`src/rtl/core/hpq_pkg.sv`:
```
// Shared types and constants for the binary max-heap priority queue.
// No dependencies; imported by every module in rtl/core.
package hpq_pkg;

    localparam int DEF_CAPACITY = 128;
    localparam int KEY_W        = 32;
    localparam int ENTRY_W      = 8;

    typedef enum logic {
        REQ_INSERT = 1'b0,
        REQ_REMOVE = 1'b1
    } req_t;

    typedef enum logic [1:0] {
        STATUS_OK    = 2'd0,
        STATUS_EMPTY = 2'd1,
        STATUS_FULL  = 2'd2
    } status_t;

    typedef struct packed {
        logic                    req_type;
        logic signed [KEY_W-1:0] value;
    } in_t;

    typedef struct packed {
        logic signed [KEY_W-1:0] top_value;
        logic [ENTRY_W-1:0]      entry_count;
        status_t                 status;
    } out_t;

endpackage

```
`src/rtl/core/hpq_seq.sv`:
```
// Sift sequencer: walks the heap one level at a time through a shared
// key comparator and the one-read-port key store. Depends on hpq_pkg.
module hpq_seq
    import hpq_pkg::*;
#(
    parameter int CAPACITY = DEF_CAPACITY,
    localparam int ADDR_W  = $clog2(CAPACITY),
    localparam int CNT_W   = $clog2(CAPACITY + 1),
    localparam int NODE_W  = CNT_W + 1
) (
    input  logic                    aclk,
    input  logic                    aresetn,
    input  logic                    in_valid,
    output logic                    in_ready,
    input  in_t                     in_data,
    output logic                    res_valid,
    input  logic                    res_ready,
    output out_t                    res_data,
    output logic                    mem_we,
    output logic [ADDR_W-1:0]       mem_waddr,
    output logic signed [KEY_W-1:0] mem_wdata,
    output logic                    mem_re,
    output logic [ADDR_W-1:0]       mem_raddr,
    input  logic signed [KEY_W-1:0] mem_rdata
);

    typedef enum logic [9:0] {
        ST_IDLE = 10'b0000000001,
        ST_UP   = 10'b0000000010,
        ST_UPC  = 10'b0000000100,
        ST_LAST = 10'b0000001000,
        ST_DN   = 10'b0000010000,
        ST_DNL  = 10'b0000100000,
        ST_DNR  = 10'b0001000000,
        ST_DNC  = 10'b0010000000,
        ST_FIN  = 10'b0100000000,
        ST_RES  = 10'b1000000000
    } state_t;

    localparam logic [CNT_W-1:0]  CAP_CNT  = CNT_W'(CAPACITY);
    localparam logic [NODE_W-1:0] NODE_ONE = NODE_W'(1);

    state_t                  state_reg, state_next;
    logic [CNT_W-1:0]        count_reg, count_next;
    logic [NODE_W-1:0]       hole_reg, hole_next;
    logic signed [KEY_W-1:0] key_reg, key_next;
    logic signed [KEY_W-1:0] left_reg, left_next;
    logic signed [KEY_W-1:0] big_reg, big_next;
    logic [NODE_W-1:0]       bidx_reg, bidx_next;
    status_t                 status_reg, status_next;

    logic signed [KEY_W-1:0] cmp_a, cmp_b;
    logic                    cmp_gt;
    logic [NODE_W-1:0]       count_node, left_node, right_node, parent_node;
    logic [NODE_W-1:0]       hole_m1, left_m1, right_m1, parent_m1, last_m1;
    logic [CNT_W+ENTRY_W-1:0] count_ext;

    assign cmp_gt = cmp_a > cmp_b;

    assign count_node  = {1'b0, count_reg};
    assign left_node   = {hole_reg[NODE_W-2:0], 1'b0};
    assign right_node  = {hole_reg[NODE_W-2:0], 1'b1};
    assign parent_node = {1'b0, hole_reg[NODE_W-1:1]};
    assign hole_m1     = hole_reg - NODE_ONE;
    assign left_m1     = left_node - NODE_ONE;
    assign right_m1    = right_node - NODE_ONE;
    assign parent_m1   = parent_node - NODE_ONE;
    assign last_m1     = count_node - NODE_ONE;
    assign count_ext   = {{ENTRY_W{1'b0}}, count_reg};

    assign in_ready = (state_reg == ST_IDLE);

    always_comb begin
        state_next  = state_reg;
        count_next  = count_reg;
        hole_next   = hole_reg;
        key_next    = key_reg;
        left_next   = left_reg;
        big_next    = big_reg;
        bidx_next   = bidx_reg;
        status_next = status_reg;
        cmp_a       = key_reg;
        cmp_b       = mem_rdata;
        mem_we      = 1'b0;
        mem_waddr   = hole_m1[ADDR_W-1:0];
        mem_wdata   = key_reg;
        mem_re      = 1'b0;
        mem_raddr   = '0;
        res_valid   = 1'b0;
        res_data.top_value   = (count_reg != '0) ? mem_rdata : '0;
        res_data.entry_count = count_ext[ENTRY_W-1:0];
        res_data.status      = status_reg;

        unique case (state_reg)
            ST_IDLE: begin
                if (in_valid) begin
                    status_next = STATUS_OK;
                    if (in_data.req_type == REQ_INSERT) begin
                        if (count_reg == CAP_CNT) begin
                            status_next = STATUS_FULL;
                            state_next  = ST_FIN;
                        end else begin
                            count_next = count_reg + CNT_W'(1);
                            hole_next  = count_node + NODE_ONE;
                            key_next   = in_data.value;
                            state_next = ST_UP;
                        end
                    end else begin
                        if (count_reg == '0) begin
                            status_next = STATUS_EMPTY;
                            state_next  = ST_FIN;
                        end else begin
                            mem_re     = 1'b1;
                            mem_raddr  = last_m1[ADDR_W-1:0];
                            count_next = count_reg - CNT_W'(1);
                            state_next = ST_LAST;
                        end
                    end
                end
            end
            ST_UP: begin
                if (hole_reg == NODE_ONE) begin
                    mem_we     = 1'b1;
                    state_next = ST_FIN;
                end else begin
                    mem_re     = 1'b1;
                    mem_raddr  = parent_m1[ADDR_W-1:0];
                    state_next = ST_UPC;
                end
            end
            ST_UPC: begin
                mem_we = 1'b1;
                if (cmp_gt) begin
                    mem_wdata  = mem_rdata;
                    hole_next  = parent_node;
                    state_next = ST_UP;
                end else begin
                    state_next = ST_FIN;
                end
            end
            ST_LAST: begin
                key_next   = mem_rdata;
                hole_next  = NODE_ONE;
                state_next = ST_DN;
            end
            ST_DN: begin
                if (left_node > count_node) begin
                    mem_we     = 1'b1;
                    state_next = ST_FIN;
                end else begin
                    mem_re     = 1'b1;
                    mem_raddr  = left_m1[ADDR_W-1:0];
                    state_next = ST_DNL;
                end
            end
            ST_DNL: begin
                if (right_node <= count_node) begin
                    left_next  = mem_rdata;
                    mem_re     = 1'b1;
                    mem_raddr  = right_m1[ADDR_W-1:0];
                    state_next = ST_DNR;
                end else begin
                    big_next   = mem_rdata;
                    bidx_next  = left_node;
                    state_next = ST_DNC;
                end
            end
            ST_DNR: begin
                cmp_a = mem_rdata;
                cmp_b = left_reg;
                if (cmp_gt) begin
                    big_next  = mem_rdata;
                    bidx_next = right_node;
                end else begin
                    big_next  = left_reg;
                    bidx_next = left_node;
                end
                state_next = ST_DNC;
            end
            ST_DNC: begin
                cmp_a  = big_reg;
                cmp_b  = key_reg;
                mem_we = 1'b1;
                if (cmp_gt) begin
                    mem_wdata  = big_reg;
                    hole_next  = bidx_reg;
                    state_next = ST_DN;
                end else begin
                    state_next = ST_FIN;
                end
            end
            ST_FIN: begin
                mem_re     = 1'b1;
                mem_raddr  = '0;
                state_next = ST_RES;
            end
            ST_RES: begin
                res_valid = 1'b1;
                if (res_ready) begin
                    state_next = ST_IDLE;
                end
            end
            default: begin
                state_next = ST_IDLE;
            end
        endcase
    end

    always_ff @(posedge aclk) begin
        if (!aresetn) begin
            state_reg  <= ST_IDLE;
            count_reg  <= '0;
            status_reg <= STATUS_OK;
        end else begin
            state_reg  <= state_next;
            count_reg  <= count_next;
            status_reg <= status_next;
        end
        hole_reg <= hole_next;
        key_reg  <= key_next;
        left_reg <= left_next;
        big_reg  <= big_next;
        bidx_reg <= bidx_next;
    end

endmodule

```
`config.mk`:
```
export PLATFORM = sky130hd
export DESIGN_NAME = hpq_seq
export DESIGN_NICKNAME = d
export VERILOG_FILES = /design/src/rtl/core/hpq_pkg.sv /design/src/rtl/core/hpq_seq.sv
export SDC_FILE = /design/constraint.sdc
export NUM_CORES = 1
export LEC_CHECK = 0
export BUFFER_PORTS_ARGS = -buffer_cell sky130_fd_sc_hd__buf_2
export CORE_UTILIZATION = 52
export DETAILED_ROUTE_END_ITERATION = 16
export GPL_TIMING_DRIVEN = 0
export PLACE_DENSITY_LB_ADDON = 0.05
export SETUP_SLACK_MARGIN = 0.5
export SLEW_MARGIN = 10
export SYNTH_ARGS = -nofsm -noshare
export SYNTH_HDL_FRONTEND = slang
export SYNTH_SLANG_ARGS = --single-unit
```
`constraint.sdc`:
```
create_clock -name aclk -period 4.5 [get_ports aclk]
set_input_delay 0 -clock aclk [delete_from_list [all_inputs] [get_ports aclk]]
set_output_delay 0 -clock aclk [all_outputs]
set_load 0.02 [all_outputs]
```
== Word-level counts from Yosys, hierarchy flattened ==
Cells that the tools add are included.
Widths: inputs -> output; s select.

* $add $sub $neg: 8
* Multiplexer cells: 57
* Equal/unequal tests: 21
* Reductions and logical operators: 13
* $lt $le $gt $ge: 3

{| class="wikitable"
|+ Operator list
! cell !! number
|-
| $pmux 32 s2 || 5
|-
| $mux 32 || 8
|-
| $mux 9 || 12
|-
| $pmux 10 s10 || 1
|-
| $mux 7 || 6
|-
| $pmux 9 s4 || 1
|-
| $sub 7x1->7 const B || 5
|-
| $gt 32x32->1 || 1
|-
| $mux 8 || 4
|-
| $mux 10 || 3
|-
| $pmux 7 s4 || 1
|-
| $ne 2x2->1 const B || 9
|-
| $pmux 9 s2 || 1
|-
| $mux 1 || 11
|-
| $eq 10x1->1 const B || 1
|-
| $eq 10x10->1 const B || 1
|-
| $eq 10x2->1 const B || 1
|-
| $eq 10x3->1 const B || 1
|-
| $eq 10x4->1 const B || 1
|-
| $eq 10x5->1 const B || 1
|-
| $eq 10x6->1 const B || 1
|-
| $eq 10x7->1 const B || 1
|-
| $eq 10x8->1 const B || 1
|-
| $eq 10x9->1 const B || 1
|-
| 18 further kinds || 24
|}

* Logic and storage cells: 110
* Output and inout port bits: 92
* Input port bits: 69
* Register bits: 134

== Longest topological paths before layout ==
Gate-level depths: netlist (run 1).

* Word-level depth: 5
* Mapped depth: 18
* Mapped depth without buffers: 14

== Least setup slack after synthesis (run 1) ==
OpenSTA, ideal clock, no wires.

* Kind: register to register
* From: reg count_reg[7]
* To: reg bidx_reg[0] (enable)
* Period minus slack after synthesis: 4707 ps
* Slack: -207 ps
* Path buffers: 2
* Setup time: 440 ps
* Required time: 4060 ps
* Arrival time: 4267 ps
* Stages on the path, launching flop included: 10
* Path through: dfxtp_1 clkbuf_1 inv_1 ha_1 nand4b_1 a21oi_1 nor2_1 o211a_1 clkbuf_1 nor2_1

* Cells in the longest elaborated chain, start to end: 3

{| class="wikitable"
|+ Ends and longest elaborated chain
! what !! RTL line !! RTL
|-
| start: declaration || hpq_seq.sv:44 || <nowiki>logic [CNT_W-1:0] count_reg, count_next;</nowiki>
|-
| start signal: assignment || hpq_seq.sv:216 || <nowiki>count_reg <= count_next;</nowiki>
|-
| $le 9x8->1 || hpq_seq.sv:157 || <nowiki>if (right_node <= count_node) begin</nowiki>
|-
| $ne 2x2->1 (no line) || -- ||
|-
| $reduce_and 2->1 (no line) || -- ||
|-
| end signal: assignment || hpq_seq.sv:223 || <nowiki>bidx_reg <= bidx_next;</nowiki>
|-
| end: declaration || hpq_seq.sv:49 || <nowiki>logic [NODE_W-1:0] bidx_reg, bidx_next;</nowiki>
|}

No other way between the ends.
A chain may end at the register's enable or synchronous reset.

== Final worst setup path (run 1) ==
* From: reg state_reg[4]
* To: out mem_wdata[2]

* Cells in the longest elaborated chain, start to end: 5
* Elaborated cells between the ends (all ways): 9
* Those cells by class: 1 x order compare; 3 x eq/ne; 5 x mux

{| class="wikitable"
|+ Ends and longest elaborated chain
! what !! RTL line !! RTL
|-
| start: declaration || hpq_seq.sv:43 || <nowiki>state_t state_reg, state_next;</nowiki>
|-
| start signal: assignment || hpq_seq.sv:215 || <nowiki>state_reg <= state_next;</nowiki>
|-
| $eq 10x8->1 or $eq 10x7->1 (tied branches) || hpq_seq.sv:94 || <nowiki>unique case (state_reg)</nowiki>
|-
| $pmux 32 s2 || hpq_seq.sv:94 ||
|-
| $gt 32x32->1 || hpq_seq.sv:58 || <nowiki>assign cmp_gt = cmp_a > cmp_b;</nowiki>
|-
| $mux 32, on equally long branches || hpq_seq.sv:184, hpq_seq.sv:133 ||
|-
| $pmux 32 s2 * || hpq_seq.sv:94 ||
|-
| end: declaration || hpq_seq.sv:21 || <nowiki>output logic signed [KEY_W-1:0] mem_wdata,</nowiki>
|}

Mark *: on every way between the ends. The rest lies on a longest branch, timed or not.

==> metrics.txt, run 1 <==
status=complete, but fails checks; failing checks=negative hold slack, negative setup slack; nets=1410; critical hold path startpoint=mem_rdata[25]; Final WS setup=-0.390 ns; number of global-route vias before repair=9168; gpl congestion=0.909; Pre-antenna DRT Iters=8; Post-Place Cells=1362; Arr. time, crit path=4.89 ns; Cell variety after synth=64; Yosys reg bits=134; Worst Hold Class=input port to flop; r2r setup slk=-0.29 ns; Hold Crit Depth=2; DP HPWL=20700 um; critical path type=flop to output port; Finished Layout Cells=1526; main combinational cell family by area after synthesis=compound AO/OA/AOI/OAI gates; Slew @ Worst Pin=1.04 ns; wire length per cell=22.5 um; DRC=0; Post-synth EDFFs=114; # IOs=161; Primary FF master, synth=edfxtp_1; Clock Tree Buf Depth=2; PwrDens=484 mW/mm^2; hold path endpoint=big_reg[25]; Post-DRT Antenna Nets=0; Avg Cell Area, Syn=9.63 um^2; DIE AREA=0.0186 mm^2; Via Count=9811; clock root cell=clkbuf_16; design area=0.0137 mm^2; share of layout cells above drive strength 1=31.5%; fmax=204 MHz; Num CTS Buffers=17; grt total ovfl=0; DP Area=0.0107 mm^2; largest net degree at the start of global routing=42; Synth Area in XOR/XNOR=2.70%; Leakage=5.55 nW; endpoints failing setup=75; max_cap viols=0; Row Count=48; ys async rst share=0%; final hold viol count=1; RSZ-0062 raised after global routing=yes; Starting Density=53.7%; Reg2Reg Depth=22; Initial DRC Count=1252; minimum clock period=4.89 ns; crit path max fanout=10; Final Skew=0.0173 ns; share of the yosys chip area belonging to registers=40.7%; clock-pin slew on the worst setup and hold paths=0.06 ns; Max IR drop VDD=407 uV; Worst Setup Start Kind=flop; IO buf count=160; Compound-Gate Fraction of Synth Area=24.2%; diode count=0; reg-to-reg startpoint=state_reg[4]; Synth Cell Area=0.00939 mm^2; synth warn=0; Post-Syn Instances=975; Setup TNS=-21.51 ns; Simple-Gate Fraction of Synth Area=17.0%; gr usage total=36.6%; Post-Synth Adder-Cell Area=7.14%; core area=0.0175 mm^2; Synth Net Count=1097; CTS tree=yes; total clock sinks=134; Die Span X=136 um; htree depth=4; final WL=34400 um; r2r endpoint=big_reg[20]; mux contribution to synthesized area=4.26%; routed vias/inst=6.43; worst skew pair latency=0.44 ns; critical path data required time=4.50 ns; final core utilization=78.7%; period utilisation layout=109%; Area growth syn-to-layout=46.4%; element type at the critical path end=output port; Fin Hold WS=-0.00491 ns; Slew headroom=30.3%; die span in y=136 um; first-pass GRT wire length=51000 um; initial antenna violation count=0; max-slew violations=0
==> how the worst max path moves through the flow <==
stage	from	end	slack, ns	depth (start not counted)
after floorplan	state_reg[8]	big_reg[11]	0.48	16
after global placement	state_reg[8]	mem_wdata[3]	-0.78	17
after detailed placement	state_reg[8]	mem_wdata[3]	-0.81	17
after CTS	state_reg[4]	mem_wdata[4]	-0.24	21
after global routing	state_reg[4]	mem_wdata[14]	-0.45	21
final	state_reg[4]	mem_wdata[2]	-0.39	21
==> kinds of logic (layout without fill, tap and decap cells) <==
| logic type | count (synthesis) | count (layout) |
|---|---|---|
| DFF | 134 | 134 |
| AOI/OAI and AO/OA | 315 | 315 |
| and+or+nand+nor | 319 | 319 |
| buffers and inverters | 89 | 415 |
| xor gates and xnor gates | 29 | 29 |
| muxes | 36 | 36 |
| adders and majority gates | 53 | 53 |
==> layer usage <==
layer  GRT usage, %  share of wire, %  up-vias
li1               -                 -     4394
met1           48.7                39     4645
met2           57.2                46      657
met3           7.57                11      115
met4           16.8               3.8        0
met5              0                 0        -
==> Yosys cell counts (33+ instances only) <==
library cell    n  area share [%]
nor2b_1        44             2.9
a21oi_1        58             3.1
a221o_1        35             3.7
clkbuf_1       44             1.8
nand2_1       133             5.3
ha_1           52             6.9
o21ai_0        44             2.3
edfxtp_1      114              36
a22oi_1        74             5.9
nand3_1        50             2.7
o2bb2ai_1      33             3.1
==> layout by cell type (no fill, tap or decap), types with 5 or more instances in the layout <==
cell type / netlist / routed
buf_2: 22 / 139
nand2_1: 133 / 128
edfxtp_1: 114 / 114
a22oi_1: 74 / 71
dlygate4sd3_1: 0 / 70
buf_6: 0 / 56
a21oi_1: 58 / 54
ha_1: 52 / 49
nand3_1: 50 / 46
nor2b_1: 44 / 44
buf_4: 3 / 42
o21ai_0: 44 / 41
a221o_1: 35 / 35
a22o_1: 32 / 32
mux2_2: 32 / 32
nor2_1: 25 / 23
clkbuf_16: 0 / 23
o2bb2ai_4: 0 / 22
xnor2_1: 23 / 22
dfxtp_1: 20 / 18
clkbuf_1: 44 / 16
inv_1: 15 / 15
nor3_1: 12 / 12
clkbuf_2: 0 / 10
nand4_1: 10 / 10
o21ai_1: 8 / 10
and2_1: 9 / 9
clkbuf_8: 0 / 9
buf_12: 0 / 7
o2bb2ai_2: 0 / 7
clkinv_1: 2 / 6
xor2_1: 6 / 6
nand2_2: 0 / 5
nor4_1: 7 / 5
bufinv_16: 0 / 5
==> stage by stage <==
| step | setup slack, ns | power, mW |
|---|---|---|
| final | -0.390 | 6.65 |
| after global routing | -0.451 | 6.95 |
| after CTS | -0.241 | 6.47 |
| after detailed placement | -0.806 | 4.38 |
| after global placement | -0.784 | 4.32 |
| after floorplan | 0.476 | 3.50 |
==> power breakdown <==
part | switching (mW) | internal (mW)
Sequential | 0.192 | 1.55
Clock | 0.569 | 0.978
Combinational | 1.95 | 1.41
Total | 2.71 | 3.94
==> area by class of cell <==
type                       instances  area, um^2
buffer                            72         663
clock buffer                      18         429
clock inverter                    14         208
fill                            1133        3730
inverter                          17        63.8
multi-input combinational        752        5930
sequential                       134        3830
tap                              225         282
timing repair buffer             294        2350
==> timing repair <==
item / in CTS / in global routing
gates resized for setup: 217 / 29
hold buffers: 70 / 0
pin swaps: 51 / 25
endpoints found under the setup margin: 77 / 108
hold endpoints to repair: 95 / 0
cloned: 6 / 2
setup buffers: 42 / 12
==> critical path: stages, from the launching register on <==
cell       delay [ns]
dfxtp_2          0.32
or4_4            0.55
buf_6            0.14
nor4_4           0.23
and2_1           0.17
buf_6            0.17
nor2_4           0.08
buf_2            0.17
clkbuf_8         0.18
nand2_1          0.08
nand2_1          0.09
ha_1             0.35
a21oi_2          0.14
o21ai_1          0.07
a22oi_1          0.24
nor4b_4          0.35
or2_1            0.19
clkbuf_8         0.16
nand4_4          0.21
clkbuf_16        0.27
o2bb2ai_4        0.14
buf_6            0.14
(Power assumes the default switching activity.)
==> run 2: changes to the inputs <==
--- a/config.mk
+++ b/config.mk
@@ -6,7 +6,7 @@
 export NUM_CORES = 1
 export LEC_CHECK = 0
 export BUFFER_PORTS_ARGS = -buffer_cell sky130_fd_sc_hd__buf_2
-export CORE_UTILIZATION = 52
+export CORE_UTILIZATION = 58
 export DETAILED_ROUTE_END_ITERATION = 16
 export GPL_TIMING_DRIVEN = 0
 export PLACE_DENSITY_LB_ADDON = 0.05
==> constraint.sdc (replaced) <==
create_clock -name aclk -period 5.4 [get_ports aclk]
set_input_delay 0 -clock aclk [delete_from_list [all_inputs] [get_ports aclk]]
set_output_delay 0 -clock aclk [all_outputs]
set_load 0.02 [all_outputs]
==> run 2 against run 1 <==
Against the previous run: the flow now finishes without violations; sequential share of layout area up 2.6 points; count of clock-buffer cells in the layout rose by 1; flip-flop and latch count did not move; clock skew is 0.0077 ns lower.
==> metrics.txt, run 2 (synthesized netlist as in run 1, its figures left out) <==
status=finished, final reports clean; initial antenna violation count=0; clock root cell=clkbuf_16; DP Area=0.0105 mm^2; minimum clock period=4.85 ns; total clock sinks=134; Num CTS Buffers=17; Worst Setup Start Kind=flop; overall power=5.01 mW; Worst Hold Class=input port to flop; Arr. time, crit path=4.85 ns; core area=0.0158 mm^2; Buffers & Inverters on Critical Path=7; reg-to-reg startpoint=state_reg[4]; leading cell type in the layout, fill and taps excluded=buf_2; CTS tree=yes; share of layout cells above drive strength 1=27.3%; DIE AREA=0.0167 mm^2; number of global-route vias before repair=8710; IO buf count=160; Max IR drop VDD=297 uV; final WL=31600 um; first-pass GRT wire length=46100 um; max-slew violations=0; commonest non-fill, non-tap cells in the layout=161 x buf_2, 130 x nand2_1, 114 x edfxtp_1; r2r endpoint=big_reg[16]; clock-pin slew on the worst setup and hold paths=0.06 ns; largest net degree at the start of global routing=23; Slew @ Worst Pin=0.858 ns; CP cell instances=or4_4 -> or4_4 -> nor2_4 -> buf_6 -> buf_6 -> a22oi_1 -> nand2_2 -> ha_4 -> nand4_1 -> buf_4 -> nor2_1 -> a22oi_2 -> nor4b_4 -> or2_1 -> buf_6 -> nand4_4 -> buf_4 -> buf_12 -> o2bb2ai_1 -> buf_4; Hold Crit Depth=4; DP HPWL=20200 um; max_cap viols=0; Die Span X=129 um; Final Skew=0.00961 ns; endpoints failing setup=0; final hold viol count=0; routed vias/inst=6.50; worst skew pair latency=0.44 ns; RSZ-0062 raised after global routing=yes; Post-DRT Antenna Nets=0; Starting Density=59.3%; crit path max fanout=10; Slew headroom=42.3%; htree depth=4; Top delay family on crit path=simple AND/OR/NAND/NOR gates; hold path endpoint=count_reg[6]; period utilisation layout=89.9%; element type at the critical path end=output port; wire length per cell=21.3 um; diode count=0; Clock Tree Buf Depth=2; r2r setup slk=0.59 ns; grt total ovfl=0; gpl congestion=0.881; critical path data required time=5.40 ns; Leakage=5.11 nW; Pre-antenna DRT Iters=5; critical hold path startpoint=in_data[32]; # IOs=161; Area growth syn-to-layout=33.9%; Initial DRC Count=1332; die span in y=129 um; nets=1375; crit path max-delay cell type=or4_4; Critical Path Stages=20; design area=0.0126 mm^2; Reg2Reg Depth=18; PwrDens=398 mW/mm^2; Via Count=9637; slowest stage delay, CP=0.57 ns; fmax=206 MHz; Row Count=46; gr usage total=36.6%; critical path type=flop to output port; DRC=0; Setup TNS=0 ns
run 2: cell type report:
type                    instances  area (um^2)
fillers                      1025         3250
plain buffers                  72          497
flip-flops and latches        134         3830
clock inverters                13          156
multi-input cells             752         5450
clock buffers                  19          433
well taps                     216          270
inverters                      17         63.8
repair buffers                259         1880
run 2: power by group:
group          total, mW  internal [mW]  switching (mW)
logic               2.39          0.891            1.49
registers           1.43           1.29           0.138
clock network       1.20          0.723           0.473
total               5.01           2.90            2.11
run 2: per-layer routing:
metal	vias to the layer above	global-route usage [%]	wire (um)
met4	0	15.0	1220
met1	4538	48.2	12200
met5	-	0	0
li1	4319	-	-
met3	108	8.42	3670
met2	672	58.4	14500
run 2: through the flow:
step                instances  utilization [%]  setup WS (ns)  hold WS (ns)
finish                   1482             79.5          0.548         0.161
CTS                      1461             76.2          0.492         0.145
floorplan                 975                -          0.693        0.0989
global route             1482             79.5          0.435         0.185
detailed placement       1354             66.6         -0.268         0.283
global placement         1351             66.1          -1.38         0.282
run 2: worst register-to-register path: stages, from the launching register on:
cell and delay (ns):
dfxtp_2 0.33, or4_4 0.57, or4_4 0.48, nor2_4 0.28, buf_6 0.17, buf_12 0.10
buf_2 0.22, a22oi_1 0.13, nand2_1 0.09, ha_1 0.24, nor2b_1 0.15, o211ai_1 0.33
a21boi_4 0.10, o31ai_4 0.30, nand3_4 0.16, buf_4 0.20, a21oi_2 0.31, buf_2 0.33
a221o_1 0.20
run 2: worst max path at each step:
| stage | from | end | slack, ns |
|---|---|---|---|
| 2_1_floorplan | count_reg[7] | bidx_reg[0] | 0.69 |
| 3_3_place_gp | count_reg[7] | big_reg[16] | -1.38 |
| 3_5_place_dp | state_reg[8] | hole_reg[2] | -0.27 |
| 4_1_cts | state_reg[8] | mem_wdata[26] | 0.49 |
| 5_1_grt | state_reg[4] | mem_wdata[3] | 0.43 |
| 6_report | state_reg[4] | mem_wdata[4] | 0.55 |
run 2: what timing repair did:
action                                  4_1_cts  5_1_grt
cloned                                        0        3
hold buffers                                 68        0
endpoints found under the setup margin       76       73
resized for setup                            51      110
endpoints found under the hold margin        98        0
pin swaps                                     6       14
buffers inserted                              7       18
==> run 3: changes to the inputs <==
--- a/config.mk
+++ b/config.mk
@@ -6,7 +6,7 @@
 export NUM_CORES = 1
 export LEC_CHECK = 0
 export BUFFER_PORTS_ARGS = -buffer_cell sky130_fd_sc_hd__buf_2
-export CORE_UTILIZATION = 58
+export CORE_UTILIZATION = 60
 export DETAILED_ROUTE_END_ITERATION = 16
 export GPL_TIMING_DRIVEN = 0
 export PLACE_DENSITY_LB_ADDON = 0.05
==> constraint.sdc (replaced) <==
create_clock -name aclk -period 6.1 [get_ports aclk]
set_input_delay 0 -clock aclk [delete_from_list [all_inputs] [get_ports aclk]]
set_output_delay 0 -clock aclk [all_outputs]
set_load 0.02 [all_outputs]
==> run 3 against run 2 <==
Against the previous run: non-clock buffer count is 29 lower; cell count is 2.4% lower; count of clock-buffer cells in the layout is 1 lower; wire length is 3.1% lower; global-route usage is 1.5 points higher; largest power group unchanged; highest routed layer unchanged.
==> metrics.txt, run 3 (synthesized netlist as in run 1, its figures left out) <==
Initial DRC Count=1112; gpl congestion=0.883; nets=1346; dpl ws=0.414 ns; Fin Hold WS=0.141 ns; Die Span X=127 um; IO buf count=160; minimum clock period=5.48 ns; final core utilization=78.1%; number of global-route vias before repair=8804; grt total ovfl=0; fmax=183 MHz; RSZ-0062 raised after global routing=no; htree depth=4; critical path data required time=6.10 ns; total clock sinks=134; final hold viol count=0; Leakage=4.81 nW; Worst Hold Class=input port to flop; footprint of the multi-input gates=0.00525 mm^2; initial antenna violation count=0; clock-pin slew on the worst setup and hold paths=0.06 ns; Slew @ Worst Pin=0.975 ns; endpoints failing setup=0; DRC=0; gr usage total=38.1%; Finished Layout Cells=1447; Starting Density=61.5%; Final WS setup=0.624 ns; core area=0.0153 mm^2; Pre-antenna DRT Iters=6; diode count=0; Post-Place Cells=1349; status=finished, final reports clean; Clock Tree Buf Depth=2; # IOs=161; max_cap viols=0; die span in y=127 um; DIE AREA=0.0162 mm^2; Final Skew=0.00700 ns; FF/Latch Area=0.00382 mm^2; largest net degree at the start of global routing=29; clock root cell=clkbuf_16; crit path max fanout=10; first-pass GRT wire length=46900 um; critical path type=flop to output port; Row Count=45; CP cell instances=or4_4 -> or4_4 -> nor2_4 -> nor2_1 -> clkbuf_1 -> a21oi_1 -> ha_1 -> a21oi_1 -> o21ai_0 -> a22oi_1 -> nor4b_4 -> or2_0 -> clkbuf_1 -> nand3_2 -> clkbuf_4 -> o2bb2ai_1 -> buf_2; final WL=30600 um; max-slew violations=0; overall power=4.42 mW; crit path max-delay cell type=or4_4; worst skew pair latency=0.43 ns; Area growth syn-to-layout=26.8%; busiest metal layer after global routing=met2; CTS tree=yes; leading cell type in the layout, fill and taps excluded=buf_2; Arr. time, crit path=5.48 ns; M2 GR Usage=61.3%; Slew headroom=34.7%; slowest stage delay, CP=0.58 ns; share of layout cells above drive strength 1=22.5%; routed vias/inst=6.54; met3 Use GR=9.09%; Post-DRT Antenna Nets=0; commonest non-fill, non-tap cells in the layout=183 x buf_2, 132 x nand2_1, 114 x edfxtp_1; period utilisation layout=89.8%; Max IR drop VDD=344 uV; DP HPWL=20100 um; met1 usage=49.6%; element type at the critical path end=output port; Via Count=9466; PwrDens=371 mW/mm^2; Worst Setup Start Kind=flop; Num CTS Buffers=17; fillers=1081; wire length per cell=21.2 um
-- run 3: changes by cell type in the layout (fill, tap and decap cells not counted), moves of 5 or more --
cell       previous run  this run
buf_4                37         3
buf_2               161       183
clkbuf_2             11         6
clkbuf_1             21        35
buf_6                14         0
o2bb2ai_1            26        33
o2bb2ai_2             7         0
buf_12                6         1
-- run 3: cell type report --
type	instances	share of cell area, %
clock inverter	13	1.72
sequential	134	32.1
tap	211	2.22
clock buffer	18	3.60
buffer	72	2.76
multi-input combinational	752	44.1
timing repair buffer	230	13.0
inverter	17	0.536
-- run 3: what timing repair did --
action,in CTS,in global routing
hold endpoints to repair,91,0
buffers inserted,0,0
pin swaps,0,0
endpoints found under the setup margin,38,43
hold buffers,67,0
gates resized for setup,7,18
-- run 3: report_power, final --
group	internal [mW]	leakage (nW)	switching [mW]
registers	1.14	1.19	0.119
logic	0.727	3.32	1.29
clock network	0.721	0.294	0.415
-- run 3: path summary, 6_finish.rpt --
path,start,to,slack (ns),cells past startpoint
min,in_data[32],count_reg[6],0.14,4
max reg2reg,state_reg[8],hole_reg[3],0.76,16
min reg2reg,status_reg[0],status_reg[0],0.48,2
max,state_reg[8],mem_wdata[0],0.62,17
-- run 3: per-stage QoR --
stage | setup TNS, ns | instance area [um^2]
after floorplan | 0 | 9390
after global placement | -31.57 | 10500
after detailed placement | 0 | 10500
after CTS | 0 | 11900
after global routing | 0 | 11900
final | 0 | 11900
-- run 3: critical path: cells and delay by family (launching register included) --
family	cells	cell delay (ns)
AND/OR/NAND/NOR	7	2.21
AO/OA/AOI/OAI	5	1.11
adder cells (fa/ha/maj)	1	0.27
buffers and inverters	4	1.12
flip-flops	1	0.34
-- run 3: layer usage --
layer | share of wire [%] | up-vias
met4 | 3.0 | 0
li1 | - | 4253
met1 | 39 | 4478
met3 | 11 | 86
met5 | 0 | -
met2 | 47 | 649
